[src/design/dri_pkg.sv]
package dri_pkg;

  typedef enum logic [3:0] {
    ERR_NONE,
    ERR_INHIBIT,
    ERR_START_COORD,
    ERR_START_UNHOMED,
    ERR_START_OFFSETS,
    ERR_START_SPINDLE,
    ERR_STOP_COORD,
    ERR_STOP_SPINDLE,
    ERR_LOST_HOMING,
    ERR_OFFSETS_FINISH
  } err_t;

  typedef struct packed {
    logic       start_request;
    logic       quit_request;
    logic [7:0] inhibit_code;
    logic       motion_enabled;
    logic       all_homed;
    logic       coord_active;
    logic       offsets_enabled;
    logic       spindle_on;
  } in_item_t;

  typedef struct packed {
    logic in_dry_run;
    logic mode_active;
    logic finishing;
    err_t error_code;
    logic report_error;
    logic pose_capture;
    logic clear_motion_status;
    logic clear_dry_status;
    logic force_teleop;
    logic force_machine_off;
  } out_item_t;

  typedef struct packed {
    logic started;
    logic stopping;
    logic finished_phase;
    logic refusal_reported;
    logic indicator;
  } mode_state_t;

endpackage

[src/design/dri_chan_if.sv]
interface dri_in_if
  import dri_pkg::*;
();
  logic     valid;
  logic     ready;
  in_item_t data;

  modport source (output valid, output data, input ready);
  modport sink (input valid, input data, output ready);
endinterface

interface dri_out_if
  import dri_pkg::*;
();
  logic      valid;
  logic      ready;
  out_item_t data;

  modport source (output valid, output data, input ready);
  modport sink (input valid, input data, output ready);
endinterface

[src/design/dri_decide.sv]
module dri_decide
  import dri_pkg::*;
(
  input  mode_state_t state_cur,
  input  in_item_t    item,
  output mode_state_t state_nxt,
  output out_item_t   result
);

  err_t start_err;
  err_t stop_err;
  err_t err;
  logic report;
  logic save;
  logic clr_dry;
  logic teleop;
  logic mach_off;
  logic st;

  always_comb begin
    state_nxt = state_cur;
    start_err = ERR_NONE;
    stop_err  = ERR_NONE;
    err       = ERR_NONE;
    report    = 1'b0;
    save      = 1'b0;
    clr_dry   = 1'b0;
    teleop    = 1'b0;
    mach_off  = 1'b0;
    st        = state_cur.started;

    if (state_cur.finished_phase) begin
      state_nxt.finished_phase = 1'b0;
      if (item.offsets_enabled) begin
        mach_off = 1'b1;
        err      = ERR_OFFSETS_FINISH;
        report   = 1'b1;
      end
    end else if (state_cur.stopping) begin
      state_nxt.stopping       = 1'b0;
      state_nxt.finished_phase = 1'b1;
      clr_dry                  = 1'b1;
    end else if (!item.motion_enabled) begin
      state_nxt.indicator = 1'b0;
      state_nxt.started   = 1'b0;
    end else if (!item.all_homed && st) begin
      state_nxt.indicator = 1'b0;
      state_nxt.started   = 1'b0;
      err                 = ERR_LOST_HOMING;
      report              = 1'b1;
    end else begin
      if (item.start_request) begin
        if (item.inhibit_code != 8'd0)          start_err = ERR_INHIBIT;
        else if (!st && item.coord_active)      start_err = ERR_START_COORD;
        else if (!item.all_homed)               start_err = ERR_START_UNHOMED;
        else if (item.offsets_enabled)          start_err = ERR_START_OFFSETS;
        else if (item.spindle_on)               start_err = ERR_START_SPINDLE;
      end
      if (start_err == ERR_NONE && item.quit_request && st) begin
        if (item.coord_active)    stop_err = ERR_STOP_COORD;
        else if (item.spindle_on) stop_err = ERR_STOP_SPINDLE;
      end

      if (start_err != ERR_NONE) begin
        err                        = start_err;
        state_nxt.indicator        = 1'b0;
        state_nxt.started          = 1'b0;
        report                     = !state_cur.refusal_reported;
        state_nxt.refusal_reported = 1'b1;
      end else if (stop_err != ERR_NONE) begin
        err                        = stop_err;
        report                     = !state_cur.refusal_reported;
        state_nxt.refusal_reported = 1'b1;
      end else begin
        save                       = item.start_request && !st;
        state_nxt.refusal_reported = 1'b0;
        if (item.quit_request && st) begin
          state_nxt.stopping = 1'b1;
          teleop             = 1'b1;
        end
        // stop wins over start
        state_nxt.started   = (st || item.start_request) && !item.quit_request;
        state_nxt.indicator = (st || item.start_request) && !item.quit_request;
      end
    end

    result.in_dry_run          = state_nxt.indicator;
    result.mode_active         = state_nxt.started || state_nxt.stopping
                                 || state_nxt.finished_phase;
    result.finishing           = state_nxt.finished_phase;
    result.error_code          = err;
    result.report_error        = report;
    result.pose_capture        = save;
    result.clear_motion_status = save;
    result.clear_dry_status    = clr_dry;
    result.force_teleop        = teleop;
    result.force_machine_off   = mach_off;
  end

endmodule

[src/design/dry_run_mode_interlock_core.sv]
// dry run mode interlock
// in_ch carries one servo tick per request: start/stop requests and machine
// status. out_ch returns exactly one result per tick with the mode flags, the
// refusal code, the report flag and the one-tick command pulses.
// the request is captured in an input register, evaluated by a short flag
// network against the mode state, and the result lands in an output register.
// the output register loads from the input register when the output is free;
// throughput is one request per cycle while out_ch.ready stays high.
// mode state advances when a request moves from the input register into the
// output register, so requests are evaluated strictly in arrival order.
// when the receiver stalls, the result holds in the output register and the
// input register still takes one more request; in_ch.ready drops only while
// both registers are full and out_ch.ready is low.
// rst_n (synchronous, active low) empties both registers and clears started,
// stopping, finish phase, refusal-reported and the indicator.
module dry_run_mode_interlock_core
  import dri_pkg::*;
(
  input logic      clk,
  input logic      rst_n,
  dri_in_if.sink   in_ch,
  dri_out_if.source out_ch
);

  logic        s1_valid_r;
  in_item_t    s1_item_r;
  logic        out_valid_r;
  out_item_t   out_item_r;
  mode_state_t state_r;
  mode_state_t state_nxt;
  out_item_t   result_nxt;
  logic        advance;

  assign advance      = s1_valid_r && (!out_valid_r || out_ch.ready);
  assign in_ch.ready  = !s1_valid_r || advance;
  assign out_ch.valid = out_valid_r;
  assign out_ch.data  = out_item_r;

  dri_decide u_decide (
    .state_cur (state_r),
    .item      (s1_item_r),
    .state_nxt (state_nxt),
    .result    (result_nxt)
  );

  always_ff @(posedge clk) begin
    if (!rst_n) begin
      s1_valid_r  <= 1'b0;
      out_valid_r <= 1'b0;
      state_r     <= '0;
    end else begin
      if (in_ch.ready) begin
        s1_valid_r <= in_ch.valid;
      end
      if (advance) begin
        out_valid_r <= 1'b1;
        state_r     <= state_nxt;
      end else if (out_ch.ready) begin
        out_valid_r <= 1'b0;
      end
    end
  end

  always_ff @(posedge clk) begin
    if (in_ch.ready && in_ch.valid) begin
      s1_item_r <= in_ch.data;
    end
    if (advance) begin
      out_item_r <= result_nxt;
    end
  end

  // stopping and finish phase never overlap
  a_phase_exclusive: assert property (@(posedge clk) disable iff (!rst_n)
    !(state_r.stopping && state_r.finished_phase))
    else $error("stopping and finish phase both set");

  a_stop_to_finish: assert property (@(posedge clk) disable iff (!rst_n)
    advance && state_r.stopping |=> state_r.finished_phase && !state_r.stopping)
    else $error("stopping tick did not enter finish phase");

  a_finish_clears: assert property (@(posedge clk) disable iff (!rst_n)
    advance && state_r.finished_phase |=> !state_r.finished_phase)
    else $error("finish phase lasted more than one tick");

  a_capture_with_clear: assert property (@(posedge clk) disable iff (!rst_n)
    out_valid_r && out_item_r.pose_capture |->
      out_item_r.clear_motion_status && out_item_r.error_code == ERR_NONE)
    else $error("pose capture without status clear or with a refusal");

  a_machine_off_code: assert property (@(posedge clk) disable iff (!rst_n)
    out_valid_r && out_item_r.force_machine_off |->
      out_item_r.error_code == ERR_OFFSETS_FINISH && out_item_r.report_error)
    else $error("machine off without offsets-at-finish report");

endmodule
[src/flat_wrapper.sv]
// flat-port wrapper written by rule: the top's interface ports become plain ports
module dry_run_mode_interlock_core_flat import dri_pkg::*;
  (clk, rst_n, in_ch_valid, in_ch_data, in_ch_ready, out_ch_valid, out_ch_data, out_ch_ready);
  dri_in_if in_ch_i ();
  dri_out_if out_ch_i ();
  input logic clk;
  input logic rst_n;
  input wire logic [$bits(in_ch_i.valid)-1:0] in_ch_valid;
  input wire logic [$bits(in_ch_i.data)-1:0] in_ch_data;
  output wire logic [$bits(in_ch_i.ready)-1:0] in_ch_ready;
  output wire logic [$bits(out_ch_i.valid)-1:0] out_ch_valid;
  output wire logic [$bits(out_ch_i.data)-1:0] out_ch_data;
  input wire logic [$bits(out_ch_i.ready)-1:0] out_ch_ready;
  assign in_ch_i.valid = in_ch_valid;
  assign in_ch_i.data = in_ch_data;
  assign in_ch_ready = in_ch_i.ready;
  assign out_ch_valid = out_ch_i.valid;
  assign out_ch_data = out_ch_i.data;
  assign out_ch_i.ready = out_ch_ready;
  dry_run_mode_interlock_core u_core (.clk(clk), .rst_n(rst_n), .in_ch(in_ch_i), .out_ch(out_ch_i));
endmodule
[config.mk]
export PLATFORM = sky130hd
export DESIGN_NAME = dry_run_mode_interlock_core_flat
export DESIGN_NICKNAME = d
export VERILOG_FILES = /design/src/design/dri_pkg.sv /design/src/design/dri_chan_if.sv /design/src/design/dri_decide.sv /design/src/design/dry_run_mode_interlock_core.sv /design/src/flat_wrapper.sv
export SDC_FILE = /design/constraint.sdc
export NUM_CORES = 1
export LEC_CHECK = 0
export ABC_AREA = 1
export CAP_MARGIN = 5
export CORE_MARGIN = 8
export CORE_UTILIZATION = 60
export DETAILED_ROUTE_END_ITERATION = 7
export DONT_BUFFER_PORTS = 1
export PLACE_DENSITY = 0.86
export SLEW_MARGIN = 30
export SYNTH_ARGS = -nofsm -noshare
export SYNTH_HDL_FRONTEND = slang
export SYNTH_SLANG_ARGS = --single-unit
[constraint.sdc]
create_clock -name clk -period 2.15 [get_ports clk]
set_clock_uncertainty 0.1 [all_clocks]
set_input_delay 0.43 -clock clk [delete_from_list [all_inputs] [get_ports clk]]
set_output_delay 0.43 -clock clk [all_outputs]
set_load 0.01 [all_outputs]
==> results of run 1 <==
## metal layers
layer	GRT usage	part of all wire
met1	0.115	0.40
met2	0.196	0.52
met3	0.0523	0.063
met4	0.0736	0.022
met5	0	0
## registers in the layout (all words and copies together), names as in the netlist
| register | flops |
|---|---|
| u_core.state_r | 5 |
| u_core.out_ch.valid | 1 |
| u_core.s1_valid_r | 1 |
| u_core.s1_item_r | 15 |
| u_core.out_ch.data | 11 |
## layout make-up
| type | count | area (um2) | share of cell area |
|---|---|---|---|
| tap | 28 | 35.0 | 0.0239 |
| clock buffer | 8 | 58.8 | 0.0401 |
| sequential | 33 | 921 | 0.627 |
| multi-input combinational | 68 | 382 | 0.260 |
| inverter | 19 | 71.3 | 0.0486 |
## worst max path at each step
stage | startpoint | to | slack [ns] | depth (start not counted)
CTS | u_core.s1_item_r[11]$_DFFE_PP_ | u_core.out_ch.data[12]$_DFFE_PP_ | 0.39 | 9
finish | u_core.s1_item_r[11]$_DFFE_PP_ | u_core.out_ch.data[12]$_DFFE_PP_ | 0.39 | 9
global placement | u_core.s1_item_r[10]$_DFFE_PP_ | u_core.out_ch.data[12]$_DFFE_PP_ | 0.46 | 9
floorplan | u_core.s1_item_r[12]$_DFFE_PP_ | u_core.out_ch.data[12]$_DFFE_PP_ | 0.53 | 9
detailed placement | u_core.s1_item_r[11]$_DFFE_PP_ | u_core.out_ch.data[12]$_DFFE_PP_ | 0.41 | 9
global route | u_core.s1_item_r[10]$_DFFE_PP_ | u_core.out_ch.data[12]$_DFFE_PP_ | 0.25 | 9
## cells by family after synthesis
logic type             after synthesis  synth area share
DFF                                 33             0.663
AOI/OAI and AO/OA                   21            0.0955
buffers and inverters               21            0.0622
and+or+nand+nor                     47             0.179
## where the power goes
part	total (uW)	switching, uW	internal [uW]
logic	72.5	50.8	21.6
registers	753	26.0	727
clock network	342	181	161
## stage by stage
stage / power [uW] / worst slack, ns / util
6_report: 1170 / 0.395 / 0.670
5_1_grt: 1220 / 0.253 / 0.670
4_1_cts: 1180 / 0.387 / 0.670
3_5_place_dp: 841 / 0.408 / 0.643
3_3_place_gp: 836 / 0.462 / 0.643
2_1_floorplan: 825 / 0.528 / -
## cell usage in the layout (no fill, tap or decap), drive strengths merged
cell type   n
a31oi       1
a21oi       8
clkbuf      8
and3        1
nand2      24
nor2       15
o21ai       7
nand3       2
or2         2
edfxtp     26
dfxtp       7
o2111ai     1
o21bai      2
o211ai      2
nand4       3
inv        19
==> impl_metrics.toml, run 1 <==
[power]
powerDensity_mw_per_mm2 = 796
ir_worst_vdd_mv = 0.673
p_leak_uw = 0.000600

[clock_tree]
htreeDepth = 2
cts_buffers = 5
root_buffer = "clkbuf_4"
path_clk_slew_ns = 0.09
cts_setup_buffers = 0
cts_tree = "built"
cts.sinks = 33
cts_resized = 0
clk_latency_ns = 0.32
clk_path_buf_depth = 2
cts_hold_buffers = 0

[status]
outcome = "complete, no violations"

[timing]
fin_tns_setup_ns = 0
tightestPinTransition_ns = 0.562
final_hold_viol_count = 0
holdWs_ns = 0.0934
period_share = 0.816
slew_headroom = 0.625
rsz0062_at_grt = "false"
slew_violations = 0
setup_viol_count_final = 0
period_needed_ns = 1.76
fmax_mhz = 570

[logic_synthesis]
synth_async_sr_flop_share = 0
ys_warn_count = 0
synth-main-ff-cell = "edfxtp_1"
netlist_area_mm2 = 0.00139
syn_inst = 122
synth_common_cells = "edfxtp_1, inv_1, nand2_1, nor2_1, nand2_2"
syn_nets = 141
syn_avg_cell_area_um2 = 11.4
yosysSeqAreaShare = 0.663
yosysMostFrequentCell = "edfxtp_1"
synth-seq-cells = 33
yosys.area.top_type = "edfxtp_1"
synth_edf_count = 26
ys_types = 25
synth_top_area_frac = 0.562
yosys-top-cells-area = "edfxtp_1, dfxtp_1, inv_1"

[layout]
nets = 146
fin_area_mm2 = 0.00147
drive_gt1_frac = 0.211
diodes = 0
syn_to_final_growth_pct = 5.68
fin_cells = 156
nFillCells = 174

[global_route]
grt-ovfl-total = 0
first_global_vias = 814
grt_antenna_before_repair = 0
grt_pass1_wl_um = 3660
grt_max_degree = 17
track_usage = 0.117

[flow_run]
cap_violations = 0

[floorplanning]
rows = 17
die_y_um = 64.1
start_util = 0.634
coreArea_mm2 = 0.00219
die-area_mm2 = 0.00411
die_w_um = 64.1
io_pins = 34

[detailed_routing]
wl_per_cell_um = 14.8
drt.antenna.violating_nets = 0
wirelength_um = 2300
vias = 830
drc = 0
dr.pass1.iters = 4
via_per_inst = 5.32
drtIter0Drc = 9

[worst_setup_path]
crit_chain = "nor2_1, nand2_1, nor2_4, nand2_2, nand2_2, nand4_2, or2_1, nand2_2, inv_1"
worstSetupEndpointType = "register"
reg2regPathDepth = 9
slowest_delay_ns = 0.39
cp_max_fo = 5
crit_buf_inv = 1
timing.reg2reg.setup_slack_ns = 0.39
critPathArrivalTime_ns = 1.74
startpoint_type = "register"
crit_slowest_cell = "edfxtp_1"
worst_r2r_startpoint = "u_core.s1_item_r[11]$_DFFE_PP_"
crit_path_frequent_cell = "nand2_2"
path_class = "register to register"
cpLargestDelayFamily = "simple AND/OR/NAND/NOR gates"
worstReg2RegEnd = "u_core.out_ch.data[12]$_DFFE_PP_"
critPathRequiredTime_ns = 2.14

[placement]
gp_congestion = 0.858
dpl_cell_area_mm2 = 0.00141
post-place-cells = 148
place_hpwl_um = 1800
io_buffers = 0

[min_path]
whs_path_depth = 0
holdPathEnd = "u_core.s1_item_r[14]$_DFFE_PP_"
hp-class = "input port to register"
hp-start = "in_ch_data[14]"
(Power assumes the default switching activity.)
==> run 2, diff against run 1 <==
==> constraint.sdc (replaced) <==
create_clock -name clk -period 1.66 [get_ports clk]
set_clock_uncertainty 0.1 [all_clocks]
set_input_delay 0.332 -clock clk [delete_from_list [all_inputs] [get_ports clk]]
set_output_delay 0.332 -clock clk [all_outputs]
set_load 0.01 [all_outputs]
==> run 2 against run 1 <==
The flow now finishes with violations (negative setup slack). Clock power is 32% higher. Maximum frequency is 2.5% higher. Routed wire length is 25% higher. Critical path depth is 2 higher. Sequential share of layout area is 12 points lower. Hold slack worse by 0.056 ns. Via count is 18% higher. Sequential cell count stayed put. Global-route usage is 2.4 points higher. Die area stayed put. Clock-buffer cell count stayed put. Register-to-register slack worse by 0.45 ns. Critical path type unchanged. Critical endpoint unchanged. Highest routed layer unchanged.
==> impl_metrics.toml, run 2 (synthesis gave the netlist of run 1 again) <==
[floorplanning]
die-area_mm2 = 0.00411
die_w_um = 64.1
rows = 17
coreArea_mm2 = 0.00219
start_util = 0.634
io_pins = 34
die_y_um = 64.1

[detailed_routing]
drtIter0Drc = 24
drc = 0
wl_per_cell_um = 15.7
vias = 982
dr.pass1.iters = 4
wirelength_um = 2870
via_per_inst = 5.37
drt.antenna.violating_nets = 0

[clock_tree]
htreeDepth = 2
cts.sinks = 33
cts_tree = "built"
cts_buffers = 5
clk_path_buf_depth = 2
path_clk_slew_ns = 0.09
clk_latency_ns = 0.33
root_buffer = "clkbuf_4"

[worst_setup_path]
crit_path_frequent_cell = "nand2_2"
critPathRequiredTime_ns = 1.65
startpoint = "u_core.s1_item_r[9]$_DFFE_PP_"
worstSetupEndpointType = "register"
timing.reg2reg.setup_slack_ns = -0.05
crit_slowest_cell = "edfxtp_1"
cp_max_fo = 4
crit_chain = "nor2_2, nand2_2, nor2_4, buf_6, o211ai_4, nand4_4, nand2_2, nand2_2, nand2_2, nand2_2, inv_1"
worstReg2RegEnd = "u_core.out_ch.data[12]$_DFFE_PP_"
slowest_delay_ns = 0.38
critPathArrivalTime_ns = 1.71
reg2regPathDepth = 11
worst_r2r_startpoint = "u_core.s1_item_r[9]$_DFFE_PP_"
startpoint_type = "register"
path_class = "register to register"

[timing]
fmax_mhz = 584
setup_viol_count_final = 5
rsz0062_at_grt = "true"
period_needed_ns = 1.71
slew_violations = 0
holdWs_ns = 0.0374
fin_ws_ns = -0.0523
tightestPinTransition_ns = 0.348
final_hold_viol_count = 0
slew_headroom = 0.768
period_share = 1.03

[layout]
top_register = "u_core.s1_item_r"
nFillCells = 103
syn_to_final_growth_pct = 30.2
final_common_cell = "edfxtp_1"
drive_gt1_frac = 0.361
mostFrequentLayoutCells = "edfxtp_1, inv_1, dlygate4sd3_1"
fin_area_mm2 = 0.00181
diodes = 0
nets = 173
utilization = 0.825
largest_reg_flops = 15

[status]
outcome = "complete, but fails checks"
violations = "negative setup slack"

[placement]
io_buffers = 0
place_hpwl_um = 1720
dpl_cell_area_mm2 = 0.00146
place_ws_ns = -0.0239
gp_congestion = 0.837

[min_path]
hp-class = "input port to register"
holdPathEnd = "u_core.state_r[2]$_SDFFE_PN0P_"
hp-start = "rst_n"
whs_path_depth = 2

[global_route]
track_usage = 0.141
grt_antenna_before_repair = 0
first_global_vias = 988
grt-ovfl-total = 0
grt_pass1_wl_um = 4490
grt_max_degree = 17

[power]
powerDensity_mw_per_mm2 = 884
p_leak_uw = 0.000724
ir_worst_vdd_mv = 0.939

[flow_run]
cap_violations = 0
## run 2: final cells by class
cell class | instances | area [um2] | share of cell area
flip-flops and latches | 33 | 922 | 0.510
multi-input cells | 68 | 473 | 0.262
repair buffers | 27 | 248 | 0.137
inverters | 19 | 71.3 | 0.0394
clock buffers | 8 | 58.8 | 0.0325
well taps | 28 | 35.0 | 0.0194
## run 2: report_power, final
part	switching (uW)	internal (uW)	total [uW]
clock	242	209	451
combinational	93.8	74.0	168
sequential	37.7	942	980
## run 2: how the worst max path moves through the flow
stage | end | cells past startpoint
floorplan | u_core.out_ch.data[12]$_DFFE_PP_ | 9
global route | u_core.out_ch.data[12]$_DFFE_PP_ | 11
global placement | u_core.out_ch.data[12]$_DFFE_PP_ | 9
finish | u_core.out_ch.data[12]$_DFFE_PP_ | 11
detailed placement | u_core.out_ch.data[12]$_DFFE_PP_ | 9
CTS | u_core.out_ch.data[12]$_DFFE_PP_ | 7
## run 2: critical path: cells and delay by family, from the launching register on
kind	cells	cell delay, ns
simple gates	8	0.75
buf+inv	2	0.15
flops	1	0.38
compound gates	1	0.08
## run 2: timing repair
item                                    CTS  global route
setup buffers                             2             3
hold endpoints to repair                 15             0
hold buffers                             15             0
gates resized for setup                   8            20
pin swaps                                 5            14
cloned                                    0             0
endpoints found under the setup margin    3             9
## run 2: through the flow
step	instances	TNS (ns)	power (uW)
6_report	183	-0.140	1600
5_1_grt	183	-1.13	1670
4_1_cts	180	-0.0232	1580
3_5_place_dp	155	-0.0239	1100
3_3_place_gp	155	0	1090
2_1_floorplan	122	0	1070
## run 2: layer usage
metal,global-route usage,vias to the layer above,part of all wire
met4,0.0736,0,0.032
met3,0.0784,9,0.080
li1,-,473,-
met1,0.123,455,0.34
met2,0.252,45,0.54
met5,0,-,0
==> run 3, diff against run 2 <==
--- a/config.mk
+++ b/config.mk
@@ -11,7 +11,7 @@
 export CORE_UTILIZATION = 60
 export DETAILED_ROUTE_END_ITERATION = 7
 export DONT_BUFFER_PORTS = 1
-export PLACE_DENSITY = 0.86
+export PLACE_DENSITY = 0.76
 export SLEW_MARGIN = 30
 export SYNTH_ARGS = -nofsm -noshare
 export SYNTH_HDL_FRONTEND = slang
==> run 3 against run 2 <==
The run still ends with negative setup slack left. Final area is 0.55% higher. Critical path depth is 2 lower. Combinational power is 3% lower. Critical path type unchanged.
==> impl_metrics.toml, run 3 (synthesis gave the netlist of run 1 again) <==
[status]
outcome = "complete, but fails checks"
violations = "negative setup slack"

[worst_setup_path]
startpoint_type = "register"
slowest_delay_ns = 0.39
crit_slowest_cell = "edfxtp_1"
crit_chain = "nor2_1, nand2_1, nor2_4, buf_6, o211ai_4, nand2_4, nor2_4, a31oi_1, o21ai_1"
cp.depth = 9
cp_max_fo = 3
path_class = "register to register"
crit_buf_inv = 1
timing.reg2reg.setup_slack_ns = -0.1
critPathArrivalTime_ns = 1.73
worstSetupEndpointType = "register"
cpLargestDelayFamily = "simple AND/OR/NAND/NOR gates"
crit_path_frequent_cell = "nor2_4"
reg2regPathDepth = 9
critPathRequiredTime_ns = 1.63

[global_route]
grt-ovfl-total = 0
grt_antenna_before_repair = 0
grt_max_degree = 17
grt_pass1_wl_um = 4750
first_global_vias = 1089
track_usage = 0.150

[layout]
fin_area_mm2 = 0.00182
nets = 171
top_register = "u_core.s1_item_r"
final_common_cell = "edfxtp_1"
drive_gt1_frac = 0.320
mostFrequentLayoutCells = "edfxtp_1, inv_1, dlygate4sd3_1"
diodes = 0
syn_to_final_growth_pct = 30.9
largest_reg_flops = 15
nFillCells = 103

[power]
p_comb_frac = 0.092
p_sw_uw = 391
seqPwrFrac = 0.556
powerDensity_mw_per_mm2 = 969
ir_worst_vdd_mv = 0.747
p_sw_frac = 0.222
p_clk_frac = 0.352
p_leak_uw = 0.000739
p_int_uw = 1370

[timing]
final_hold_viol_count = 0
fin_ws_ns = -0.0964
tightestPinTransition_ns = 0.528
setup_viol_count_final = 4
fmax_mhz = 569
slew_violations = 0
slew_headroom = 0.647
holdWs_ns = 0.0342
period_needed_ns = 1.76
period_share = 1.06
rsz0062_at_grt = "true"

[clock_tree]
cts_buffers = 5
clk_latency_ns = 0.34
htreeDepth = 2
path_clk_slew_ns = 0.10
cts_tree = "built"
cts.sinks = 33
clk_path_buf_depth = 2
root_buffer = "clkbuf_4"

[min_path]
whs_path_depth = 2
hp-class = "input port to register"

[detailed_routing]
drc = 0
wirelength_um = 3000
dr.pass1.iters = 4
drtIter0Drc = 39
vias = 992
wl_per_cell_um = 16.5
drt.antenna.violating_nets = 0
via_per_inst = 5.48

[floorplanning]
die_y_um = 64.1
start_util = 0.634
die-area_mm2 = 0.00411
rows = 17
die_w_um = 64.1
io_pins = 34
coreArea_mm2 = 0.00219

[placement]
dpl_cell_area_mm2 = 0.00146
place_hpwl_um = 1860
gp_congestion = 0.851
io_buffers = 0

[flow_run]
cap_violations = 0
==> run 3: final timing paths <==
path                                                         to                      startpoint
worst min-delay path             u_core.state_r[0]$_SDFFE_PN0P_                           rst_n
worst max-delay path            u_core.out_ch.data[6]$_DFFE_PP_   u_core.s1_item_r[6]$_DFFE_PP_
worst min register to register   u_core.state_r[1]$_SDFFE_PN0P_  u_core.state_r[1]$_SDFFE_PN0P_
worst max register to register  u_core.out_ch.data[6]$_DFFE_PP_   u_core.s1_item_r[6]$_DFFE_PP_
==> run 3: metrics by stage <==
stage          cells  power (uW)  utilization  setup slack (ns)  setup TNS (ns)
6_report         181        1760        0.830           -0.0964          -0.188
3_3_place_gp     155        1090        0.667            0.0284               0
4_1_cts          181        1750        0.812           -0.0175         -0.0347
5_1_grt          181        1810        0.830            -0.154          -0.991
3_5_place_dp     155        1100        0.667           -0.0134         -0.0140
2_1_floorplan    122        1070            -            0.0381               0
==> run 3: metal layers <==
metal,wire length [um],up-vias,GRT usage
met5,0,-,0
met4,118,0,0.136
met3,240,11,0.0749
met2,1600,51,0.257
met1,1040,458,0.123
li1,-,472,-
==> run 3: what timing repair did <==
| action | CTS | global route |
|---|---|---|
| endpoints found under the setup margin | 6 | 12 |
| resized for setup | 13 | 11 |
| hold buffers | 15 | 0 |
| gates cloned | 0 | 0 |
| pin swaps | 8 | 10 |
| hold endpoints to repair | 15 | 0 |
| buffers inserted | 3 | 0 |
==> run 3: worst reg2reg max path, delay by kind of cell (launching register included) <==
kind | cells | cell delay (ns)
flip-flops | 1 | 0.39
buffers and inverters | 1 | 0.12
AO/OA/AOI/OAI | 3 | 0.35
AND/OR/NAND/NOR | 5 | 0.54
==> run 3: layout make-up <==
| type | instances | area (um2) | share of cell area |
|---|---|---|---|
| sequential | 33 | 922 | 0.507 |
| clock buffer | 7 | 55.1 | 0.0303 |
| multi-input combinational | 68 | 472 | 0.259 |
| tap | 28 | 35.0 | 0.0193 |
| clock inverter | 1 | 30.0 | 0.0165 |
| inverter | 19 | 71.3 | 0.0392 |
| timing repair buffer | 25 | 233 | 0.128 |
==> run 3: power by group through the flow <==
| stage | Combinational, uW | Clock [uW] | Sequential (uW) |
|---|---|---|---|
| global route | 177 | 652 | 984 |
| CTS | 147 | 621 | 978 |
| detailed placement | 104 | 0 | 996 |
| floorplan | 82.5 | 0 | 986 |
| global placement | 100 | 0 | 993 |
| finish | 163 | 620 | 979 |
